==> config.mk <==
export PLATFORM = sky130hd
export DESIGN_NAME = chol_mac
export DESIGN_NICKNAME = d
export VERILOG_FILES = /design/src/rtl/chol_pkg.sv /design/src/rtl/chol_mac.sv
export SDC_FILE = /design/constraint.sdc
export NUM_CORES = 2
export LEC_CHECK = 0
export ABC_AREA = 1
export BUFFER_PORTS_ARGS = -buffer_cell sky130_fd_sc_hd__buf_2
export CAP_MARGIN = 20
export CORE_MARGIN = 1.5
export CORE_UTILIZATION = 35
export DETAILED_ROUTE_END_ITERATION = 12
export GPL_ROUTABILITY_DRIVEN = 0
export GPL_TIMING_DRIVEN = 0
export SKIP_CTS_REPAIR_TIMING = 1
export SYNTH_ARGS = -nofsm -noshare
export SYNTH_HDL_FRONTEND = slang
export SYNTH_SLANG_ARGS = --single-unit
==> constraint.sdc <==
create_clock -name i_clk -period 9 [get_ports i_clk]
set_input_delay 0.45 -clock i_clk [delete_from_list [all_inputs] [get_ports i_clk]]
set_output_delay 0.45 -clock i_clk [all_outputs]
set_load 0.01 [all_outputs]
==> src/rtl/chol_pkg.sv <==
// Shared types, constants and helpers for the Cholesky linear solver.
// No dependencies; imported by every module of the block.
package chol_pkg;

    localparam int DATA_W        = 32;
    localparam int CNT_W         = 4;   // loop counters hold 0..8
    localparam int RESULT_CAP    = 8;
    localparam int DEF_MAX_DIM   = 8;
    localparam int DEF_FRAC_BITS = 16;
    localparam int SIZE_W        = 4;
    localparam logic [SIZE_W-1:0] SIZE_RESET = 4'd5;

    typedef enum logic [1:0] {
        ACT_WR_MATRIX = 2'd0,
        ACT_WR_RHS    = 2'd1,
        ACT_START     = 2'd2,
        ACT_NONE      = 2'd3
    } t_action;

    typedef enum logic {
        DSU_DIV  = 1'b0,
        DSU_SQRT = 1'b1
    } t_dsu_op;

    // Control word for the multiply-accumulate unit.
    typedef struct packed {
        logic load;  // accumulator takes the start value
        logic mul;   // product register takes a * b
        logic acc;   // accumulator adds or subtracts the rounded product
        logic sub;   // subtract instead of add
    } t_mac_ctl;

    function automatic logic signed [DATA_W-1:0] f_sat32(input logic signed [63:0] v);
        logic signed [63:0] hi;
        logic signed [63:0] lo;
        hi = 64'sh0000_0000_7FFF_FFFF;
        lo = -64'sh0000_0000_8000_0000;
        if (v > hi) begin
            return 32'sh7FFF_FFFF;
        end else if (v < lo) begin
            return 32'sh8000_0000;
        end
        return v[DATA_W-1:0];
    endfunction

endpackage

==> src/rtl/chol_mac.sv <==
// Shared multiply-accumulate unit: registered 32x32 product, rounded to
// nearest, added to or subtracted from a 64-bit accumulator. Uses chol_pkg.
module chol_mac import chol_pkg::*; #(
    parameter int FRAC_BITS = DEF_FRAC_BITS
) (
    input  logic                     i_clk,
    input  t_mac_ctl                 i_ctl,
    input  logic signed [63:0]       i_init,
    input  logic signed [DATA_W-1:0] i_a,
    input  logic signed [DATA_W-1:0] i_b,
    output logic signed [DATA_W-1:0] o_sat
);

    localparam logic signed [63:0] HALF = 64'sd1 <<< (FRAC_BITS - 1);

    logic signed [63:0] r_prod;
    logic signed [63:0] r_acc;
    logic signed [63:0] w_rnd;

    assign w_rnd = (r_prod + HALF) >>> FRAC_BITS;

    always_ff @(posedge i_clk) begin
        if (i_ctl.mul) begin
            r_prod <= 64'(i_a) * 64'(i_b);
        end
        if (i_ctl.load) begin
            r_acc <= i_init;
        end else if (i_ctl.acc) begin
            r_acc <= i_ctl.sub ? r_acc - w_rnd : r_acc + w_rnd;
        end
    end

    assign o_sat = f_sat32(r_acc);

endmodule

==> run_results.csv <==
group,metric,value,unit
timing,relSlewSlack,11.9,%
logic_synthesis,synth_edf_count,113,
floorplan,core,140000,µm²
route,drc_errors,0,
setup_path,path_class,"input pin to register",
route,drt_iter0_drc,4409,
clocking,clock-root-buffer,"clkbuf_16",
floorplan,die_w,378,µm
floorplan,die_h,378,µm
logic_synthesis,syn_inst,6398,
logic_synthesis,syn_avg_cell_area,7.69,µm²
route,drt_first_pass_iters,8,
logic_synthesis,synth_nets,7858,
hold_path,hold_depth,3,
global_route,grt_antenna_before_repair,10,
route,dr_total_vias,43100,
logic_synthesis,synth-main-ff-cell,"edfxtp_1",
floorplan,initial_utilization,35.3,%
timing,finalHoldViolCount,0,
route,wl,185,mm
clocking,tritoncts,"built",
finish,regArea,3390,µm²
global_route,grt_pass1_wl,273,mm
timing,finalCritPeriodShare,97.5,%
clocking,cts.path.max_buffers,2,
route,viasPerCell,5.08,
setup_path,worstSetupEndpointType,"register",
setup_path,cp-start-kind,"input pin",
timing,skew,0.0190,ns
setup_path,arrival,8.96,ns
floorplan,die_area,143000,µm²
setup_path,reg2reg_depth,26,
hold_path,hold_path.class,"input pin to register",
clocking,numClockSinks,113,
finish,drive_gt1_share,5.25,%
finish,areaGrowthSynthToFinish,8.06,%
setup_path,r2r_slack,3.20,ns
global_route,grt.overflow.total,0,
run_status,status,"finished, final reports clean",
run,drv_cap,0,
timing,final_max_slew_viol_count,0,
logic_synthesis,ys_types,56,
logic_synthesis,synth_area_leaders,"fa_1 (44%), inv_1 (13%), nand2_1 (13%)",
finish,design_area,53200,µm²
finish,nNetsFinal,8053,
clocking,clk_latency,0.46,ns
timing,max_freq,114,MHz
placed_design,dp_hpwl,156,mm
logic_synthesis,post-synth-top-area-fraction,44.0,%
timing,rsz0062_at_grt,"no",
placed_design,place_area,52500,µm²
route,routedWlPerCell,21.9,µm
logic_synthesis,ys_ff_latch,113,
floorplan,num_io_pins,165,
global_route,grt_start_max_net_pins,61,
logic_synthesis,async_flop_share,0,%
finish,multiInputGateArea,38400,µm²
placed_design,portBuffers,162,
clocking,path_clk_slew,0.06,ns
timing,hold-worst-slack,0.272,ns
timing,tightest_slew,1.32,ns
route,ant_nets,0,
logic_synthesis,ys_warn_count,0,
global_route,track_usage,26.1,%
logic_synthesis,synth.largest_area_cell,"fa_1",
finish,nFillCells,14700,
logic_synthesis,syn_area,49200,µm²
logic_synthesis,synth_seq_area_share,6.89,%
global_route,grt_pass1_vias,43500,
logic_synthesis,synthMostInstantiatedCell,"inv_1",
timing,setup_viol,0,
logic_synthesis,synthTopCellsByCount,"inv_1 (1745), nand2_1 (1683), fa_1 (1082), nor2_1 (346), ha_1 (245)",
floorplan,placementRows,137,
setup_path,crit_required,9.19,ns
clocking,h-tree-depth,4,
timing,period_needed,8.78,ns
setup_path,worstPathMaxFanout,10,
clocking,cts_made_buffers,17,
[critical path, stage by stage]
cell,delay (ns)
buf_2,0.18
clkbuf_1,0.95
nand2_1,0.28
fa_1,0.60
fa_1,0.98
inv_1,0.12
fa_1,0.72
inv_1,0.32
fa_1,0.54
fa_1,0.62
inv_1,0.08
fa_1,0.48
inv_1,0.05
fa_1,0.47
fa_1,0.53
inv_1,0.05
ha_1,0.35
a21o_1,0.24
a21oi_1,0.23
nor2_1,0.06
a2111oi_0,0.35
nand2_1,0.11
xor2_1,0.16
[per-layer routing]
| metal | GRT usage, % | wire, µm | vias to the layer above |
|---|---|---|---|
| li1 | - | - | 19000 |
| met1 | 32.3 | 69300 | 21000 |
| met2 | 41.2 | 81600 | 2620 |
| met3 | 7.22 | 22600 | 531 |
| met4 | 13.9 | 11800 | 10 |
| met5 | 0 | 70 | - |
[cell families after synthesis]
kind of cell | synth area share [%]
and+or+nand+nor | 19.9
buffers and inverters | 15.1
adders and majority gates | 50.2
AOI/OAI and AO/OA | 5.31
xor gates and xnor gates | 2.56
DFF | 6.89
[state kept, by name, indices dropped and copies added (netlist names)]
name / flops
r_prod: 49
r_acc: 64
[path summary, 6_finish.rpt]
kind         startpoint         end
max             i_b[12]  r_prod[62]
min          i_init[61]   r_acc[61]
max reg2reg  r_prod[15]   r_acc[55]
min reg2reg    r_acc[1]    r_acc[1]
[layout make-up]
type                            count  share of cell area (%)
Sequential cell                   113                    6.38
Clock buffer                       17                   0.800
Multi-Input combinational cell   4311                    72.2
Inverter                         1753                    12.4
Antenna cell                        4                  0.0188
Timing Repair Buffer              176                    1.96
Buffer                            221                    1.58
Tap cell                         1876                    4.41
Clock inverter                     15                   0.252
[layout by cell type (no fill, tap or decap), types with 7 or more instances in the layout]
cell	n
a31oi_1	31
nand2_1	1683
o21ai_0	130
o21a_1	17
nand3_1	130
nand3b_1	8
buf_8	7
nor2_4	17
a21o_1	15
buf_2	164
nand4_1	43
edfxtp_1	113
nor2_1	346
a21oi_1	203
inv_1	1745
ha_1	245
nor3_1	22
xor2_1	76
clkbuf_16	17
nor4_1	24
or2_2	43
fa_1	1080
clkbuf_1	215
nor2_2	19
o21bai_1	13
nand2_2	23
o21ai_1	20
xnor2_1	59
[through the flow]
stage	setup slack [ns]	util, %	setup TNS (ns)	std cells
global route	0.0232	38.1	0	8482
floorplan	1.56	-	0	6398
global placement	-0.386	37.5	-1.84	8436
CTS	0.235	38.1	0	8477
finish	0.223	38.1	0	8486
detailed placement	-0.230	37.7	-0.734	8445
Power is left out: the tool's default activity adds up to more than one toggle a clock period on the data nets, which glitch-free logic cannot reach.
