`src/rtl/chol_pkg.sv`:
```
// Shared types, constants and helpers for the Cholesky linear solver.
// No dependencies; imported by every module of the block.
package chol_pkg;

    localparam int DATA_W        = 32;
    localparam int CNT_W         = 4;   // loop counters hold 0..8
    localparam int RESULT_CAP    = 8;
    localparam int DEF_MAX_DIM   = 8;
    localparam int DEF_FRAC_BITS = 16;
    localparam int SIZE_W        = 4;
    localparam logic [SIZE_W-1:0] SIZE_RESET = 4'd5;

    typedef enum logic [1:0] {
        ACT_WR_MATRIX = 2'd0,
        ACT_WR_RHS    = 2'd1,
        ACT_START     = 2'd2,
        ACT_NONE      = 2'd3
    } t_action;

    typedef enum logic {
        DSU_DIV  = 1'b0,
        DSU_SQRT = 1'b1
    } t_dsu_op;

    // Control word for the multiply-accumulate unit.
    typedef struct packed {
        logic load;  // accumulator takes the start value
        logic mul;   // product register takes a * b
        logic acc;   // accumulator adds or subtracts the rounded product
        logic sub;   // subtract instead of add
    } t_mac_ctl;

    function automatic logic signed [DATA_W-1:0] f_sat32(input logic signed [63:0] v);
        logic signed [63:0] hi;
        logic signed [63:0] lo;
        hi = 64'sh0000_0000_7FFF_FFFF;
        lo = -64'sh0000_0000_8000_0000;
        if (v > hi) begin
            return 32'sh7FFF_FFFF;
        end else if (v < lo) begin
            return 32'sh8000_0000;
        end
        return v[DATA_W-1:0];
    endfunction

endpackage

```
`src/rtl/chol_dsu.sv`:
```
// Iterative divide / square-root unit: restoring division one quotient bit
// per cycle, digit-by-digit square root one root bit per cycle. Uses chol_pkg.
module chol_dsu import chol_pkg::*; #(
    parameter int FRAC_BITS = DEF_FRAC_BITS
) (
    input  logic                     i_clk,
    input  logic                     i_rst_n,
    input  logic                     i_start,
    input  t_dsu_op                  i_op,
    input  logic signed [DATA_W-1:0] i_num,
    input  logic signed [DATA_W-1:0] i_den,
    output logic                     o_done,
    output logic signed [DATA_W-1:0] o_result
);

    localparam int NW  = DATA_W + FRAC_BITS;
    localparam int RW  = NW + (NW % 2);
    localparam int RB  = RW / 2;
    localparam int RMW = (RB + 2 > DATA_W + 1) ? RB + 2 : DATA_W + 1;
    localparam int CW  = $clog2(RW + 1);

    logic              r_busy;
    t_dsu_op           r_op;
    logic [CW-1:0]     r_cnt;
    logic [RW-1:0]     r_sh;
    logic [RMW-1:0]    r_rem;
    logic [RB-1:0]     r_root;
    logic [DATA_W-1:0] r_dm;
    logic              r_neg;
    logic              r_done;
    logic signed [DATA_W-1:0] r_res;

    logic [DATA_W-1:0] w_nm;
    logic [DATA_W-1:0] w_dmag;
    logic [RMW-1:0]    w_div_rem;
    logic              w_div_ge;
    logic [RMW-1:0]    w_sq_rem;
    logic [RMW-1:0]    w_sq_trial;
    logic              w_sq_ge;

    assign w_nm   = i_num[DATA_W-1] ? DATA_W'(-i_num) : DATA_W'(i_num);
    assign w_dmag = i_den[DATA_W-1] ? DATA_W'(-i_den) : DATA_W'(i_den);

    assign w_div_rem  = {r_rem[RMW-2:0], r_sh[RW-1]};
    assign w_div_ge   = w_div_rem >= RMW'(r_dm);
    assign w_sq_rem   = {r_rem[RMW-3:0], r_sh[RW-1:RW-2]};
    assign w_sq_trial = RMW'({r_root, 2'b01});
    assign w_sq_ge    = w_sq_rem >= w_sq_trial;

    always_ff @(posedge i_clk) begin
        if (!i_rst_n) begin
            r_busy <= 1'b0;
            r_done <= 1'b0;
            r_cnt  <= '0;
        end else begin
            r_done <= 1'b0;
            if (i_start) begin
                r_op   <= i_op;
                r_rem  <= '0;
                r_root <= '0;
                r_dm   <= w_dmag;
                r_neg  <= i_num[DATA_W-1] ^ i_den[DATA_W-1];
                if (i_op == DSU_SQRT) begin
                    r_sh   <= RW'(DATA_W'(i_num)) << FRAC_BITS;
                    r_cnt  <= CW'(RB);
                    r_busy <= 1'b1;
                end else if (i_den == '0) begin
                    // Division by zero saturates toward the numerator's sign.
                    if (i_num > 0) begin
                        r_res <= 32'sh7FFF_FFFF;
                    end else if (i_num < 0) begin
                        r_res <= 32'sh8000_0000;
                    end else begin
                        r_res <= '0;
                    end
                    r_done <= 1'b1;
                end else begin
                    r_sh   <= RW'(w_nm) << FRAC_BITS;
                    r_cnt  <= CW'(RW);
                    r_busy <= 1'b1;
                end
            end else if (r_busy && r_cnt != '0) begin
                r_cnt <= r_cnt - 1'b1;
                if (r_op == DSU_SQRT) begin
                    r_rem  <= w_sq_ge ? w_sq_rem - w_sq_trial : w_sq_rem;
                    r_root <= {r_root[RB-2:0], w_sq_ge};
                    r_sh   <= r_sh << 2;
                end else begin
                    r_rem <= w_div_ge ? w_div_rem - RMW'(r_dm) : w_div_rem;
                    r_sh  <= {r_sh[RW-2:0], w_div_ge};
                end
            end else if (r_busy) begin
                r_busy <= 1'b0;
                r_done <= 1'b1;
                if (r_op == DSU_SQRT) begin
                    r_res <= DATA_W'(r_root);
                end else if (r_neg) begin
                    if ((|r_sh[RW-1:DATA_W]) || (r_sh[DATA_W-1] && |r_sh[DATA_W-2:0])) begin
                        r_res <= 32'sh8000_0000;
                    end else begin
                        r_res <= DATA_W'(-r_sh[DATA_W-1:0]);
                    end
                end else if (|r_sh[RW-1:DATA_W-1]) begin
                    r_res <= 32'sh7FFF_FFFF;
                end else begin
                    r_res <= DATA_W'(r_sh[DATA_W-1:0]);
                end
            end
        end
    end

    assign o_done   = r_done;
    assign o_result = r_res;

endmodule

```
`config.mk`:
```
export PLATFORM = sky130hd
export DESIGN_NAME = chol_dsu
export DESIGN_NICKNAME = d
export VERILOG_FILES = /design/src/rtl/chol_pkg.sv /design/src/rtl/chol_dsu.sv
export SDC_FILE = /design/constraint.sdc
export NUM_CORES = 1
export LEC_CHECK = 0
export ABC_AREA = 1
export BUFFER_PORTS_ARGS = -buffer_cell sky130_fd_sc_hd__buf_2
export CAP_MARGIN = 25
export CORE_UTILIZATION = 40
export DETAILED_ROUTE_END_ITERATION = 8
export GPL_ROUTABILITY_DRIVEN = 0
export HOLD_SLACK_MARGIN = 0.08
export PLACE_DENSITY_LB_ADDON = 0.25
export SYNTH_ARGS = -nofsm -noshare
export SYNTH_HDL_FRONTEND = slang
export SYNTH_SLANG_ARGS = --single-unit
```
`constraint.sdc`:
```
create_clock -name i_clk -period 5.54 [get_ports i_clk]
set_clock_uncertainty 0.2 [all_clocks]
set_input_delay 0.554 -clock i_clk [delete_from_list [all_inputs] [get_ports i_clk]]
set_output_delay 0.554 -clock i_clk [all_outputs]
set_load 0.1 [all_outputs]
```
==> results by group <==
Outcome
  – Status: finished clean

Floorplanning
  – I/O Pins: 101
  – Die area: around 0.039 mm^2
  – Die Height: 197.8 um
  – Die W: about 200 um
  – Core area: 0.03767 mm^2
  – # rows: 71
  – Starting Density: 40.70%

Min path
  – Hold Crit Class: in2reg

Global route
  – Total track usage: between 20 and 25%
  – First-pass GRT wire length: between 70 and 80 mm
  – Vias in the first global route: between 10,000 and 15,000
  – Overflow after GRT: 0
  – Initial antenna violation count: 0
  – Largest net degree at the start of global routing: 64

Yosys
  – Cell with the most instances after synthesis: nand2_1
  – Top cell type's share of synthesized area: around 33%
  – Synth Flop Type: edfxtp_1
  – Synth unique cells: 57
  – Post-synthesis async set-or-reset flop share: 0%
  – Yosys top cell by area: edfxtp_1
  – EDFF count, synth: 170
  – Synthesis Warnings: 0
  – Syn Area/Cell: 6.980 um^2
  – Register area share after synthesis: about 34%
  – Synth top area cells: edfxtp_1 (33%), nand2_1 (15%), inv_1 (8.0%)
  – Synth Net Count: about 2,300
  – Mapped cell area: 0.01533 mm^2
  – Cells after synthesis: 2,196
  – Post-synthesis sequential element count: between 150 and 200
  – Top post-synthesis cells by count: nand2_1 (627), inv_1 (328), nor2_1 (242)

Placed design
  – IO buf count: 100
  – Dpl hpwl: approximately 36 mm
  – Placement Cell Area: about 0.016 mm^2

Route
  – DRC violations left: 0
  – Routed WL: 44.39 mm
  – Routed Antenna Nets: 0
  – Total number of vias: about 15,000
  – Pre-antenna DRT Iters: 6
  – Initial DRC Count: approximately 1,600
  – DR vias/cell: between 5 and 6
  – Drt wl/cell: between 15 and 20 um

Clock tree
  – CTS tree: done
  – Total CTS buffers: 17
  – Setup Buffers After CTS: 0
  – Hold-fix buffers, CTS: 0
  – Clk slew on worst S/H paths: approximately 0.07 ns
  – # resized after CTS: 0
  – Clock Latency Late Sink: 0.46 ns
  – Root buf cell: clkbuf_16
  – H-Tree Depth: 4
  – Clk sink count: around 180
  – Bufs on Longest Clock Path: 2

Worst setup path
  – Slowest stage delay, CP: roughly 0.82 ns
  – Worst Path Buf+Inv: 4
  – CP startpoint kind: flip-flop
  – CP delay by family, top: buffers and inverters
  – Worst Path Arrival: between 3 and 4 ns
  – CP Data Required Time: 5.62 ns
  – Crit path kind: reg2reg
  – Setup crit end kind: flip-flop
  – Critical path, cell by cell: clkinv_1, nor2_2, buf_4, inv_1, buf_16, o221ai_1
  – Crit-path slowest cell: edfxtp_1
  – Crit-path max FO: 37

Layout
  – Layout area overhead: 10.69%
  – Share of cells above drive strength 1: about a tenth
  – Reg area: 0.005265 mm^2
  – Inserted Diodes: 0
  – Nets: roughly 2,400
  – Post-Layout Inst Area: 0.01697 mm^2
  – # fillers: 3,890
  – Final core utilization: between 40% and 50%
  – Multi-input logic area: 0.008497 mm^2

Timing
  – Setup TNS: 0 ns
  – Final worst path period share: approximately three fifths
  – Max Slew Vio Count: 0
  – Worst slew margin: between 40% and 50%
  – Hold slack: about 0.12 ns
  – Final Hold Fails: 0
  – Tmin final: approximately 3.3 ns
  – Final setup violation count: 0
  – Worst Tran Pin Value: between 0.8 and 0.9 ns
  – Fmax: about 310 MHz
  – RSZ-0062 raised after global routing: false

Power and ir drop
  – Pwr/cell area: approximately 250 mW/mm^2
  – P_leak: around 0.0079 uW
  – VDD IR-drop max: between 200 and 250 uV

Flow run
  – Max-cap viol count: 0
==> final timing paths <==
check	startpoint	end	slack (ns)	cells past startpoint
max	r_op$_DFFE_PP_	r_sh[26]$_DFFE_PP_	2.27	6
min	i_den[0]	r_dm[0]$_DFFE_PP_	0.12	1
max reg2reg	r_op$_DFFE_PP_	r_sh[26]$_DFFE_PP_	2.27	6
min reg2reg	r_cnt[1]$_SDFFE_PN0P_	r_cnt[1]$_SDFFE_PN0P_	0.28	2
==> layout make-up <==
cell class / count / share of cell area (%)
multi-input combinational: 1624 / 50.08
sequential: 178 / 31.03
inverter: 342 / 7.566
timing repair buffer: 114 / 4.041
tap: 511 / 3.768
clock buffer: 18 / 2.529
clock inverter: 14 / 0.9881
==> power by group <==
part,switching (uW),internal [uW],total (uW)
Sequential,94.1,1610,1700
Clock,596,646,1240
Combinational,933,449,1380
==> cells by family (layout without fill, tap and decap cells) <==
family                   after synthesis  after routing  synth area share (%)
adder cells (fa/ha/maj)               65             65                 5.355
buffers and inverters                394            488                 10.35
flip-flops                           178            178                 34.35
AND/OR/NAND/NOR                     1132           1132                 31.52
XOR/XNOR                              90             90                 5.142
AO/OA/AOI/OAI                        337            337                 13.28
==> layer usage <==
metal / global-route usage, % / routed length (um)
met5: 0 / 0
met4: 6.804 / 918
met3: 2.964 / 3071
met2: 35.07 / 19150
met1: 33.71 / 21250
==> placed cells by master (no fill, tap or decap), types with 4 or more instances in the layout <==
| cell type | instances |
|---|---|
| inv_8 | 5 |
| o211ai_2 | 6 |
| o21ai_2 | 8 |
| nor4_1 | 12 |
| a21oi_1 | 115 |
| nand3_1 | 147 |
| o211ai_1 | 11 |
| o22ai_1 | 18 |
| inv_2 | 11 |
| o21ai_0 | 96 |
| xnor2_1 | 46 |
| dfxtp_1 | 8 |
| edfxtp_1 | 170 |
| o22ai_2 | 6 |
| nor2_4 | 6 |
| nand2_2 | 12 |
| nand3_2 | 5 |
| nand3b_1 | 8 |
| nand4_1 | 18 |
| nor2_2 | 11 |
| clkbuf_16 | 17 |
| xor2_1 | 44 |
| buf_2 | 100 |
| nand2_1 | 627 |
| or2_2 | 9 |
| nor3_1 | 22 |
| o21bai_1 | 11 |
| buf_4 | 10 |
| ha_1 | 64 |
| inv_1 | 328 |
| buf_16 | 4 |
| a22oi_1 | 20 |
| nor2_1 | 238 |
| o21ai_1 | 22 |
| o221ai_1 | 12 |
==> registers in the layout, indices dropped and copies added, names as in the netlist <==
register,flops
r_op,1
r_dm,32
o_result,32
r_neg,1
r_busy,1
r_cnt,6
o_done,1
r_rem,32
r_root,24
r_sh,48
==> worst register-to-register path, cell delays in order, from the launching register on <==
cell      delay [ns]
edfxtp_1        0.82
clkinv_1        0.75
nor2_2          0.23
buf_4           0.38
inv_1           0.30
buf_16          0.24
o221ai_1        0.19
==> stage by stage <==
step	setup slack (ns)	cells	total power, uW
CTS	2.241	2799	4321
global placement	1.962	2764	3060
detailed placement	2.249	2767	3082
finish	2.266	2801	4324
floorplan	1.638	2196	2723
global route	2.080	2801	4564
Note: power is estimated with default switching activity, not from simulation.
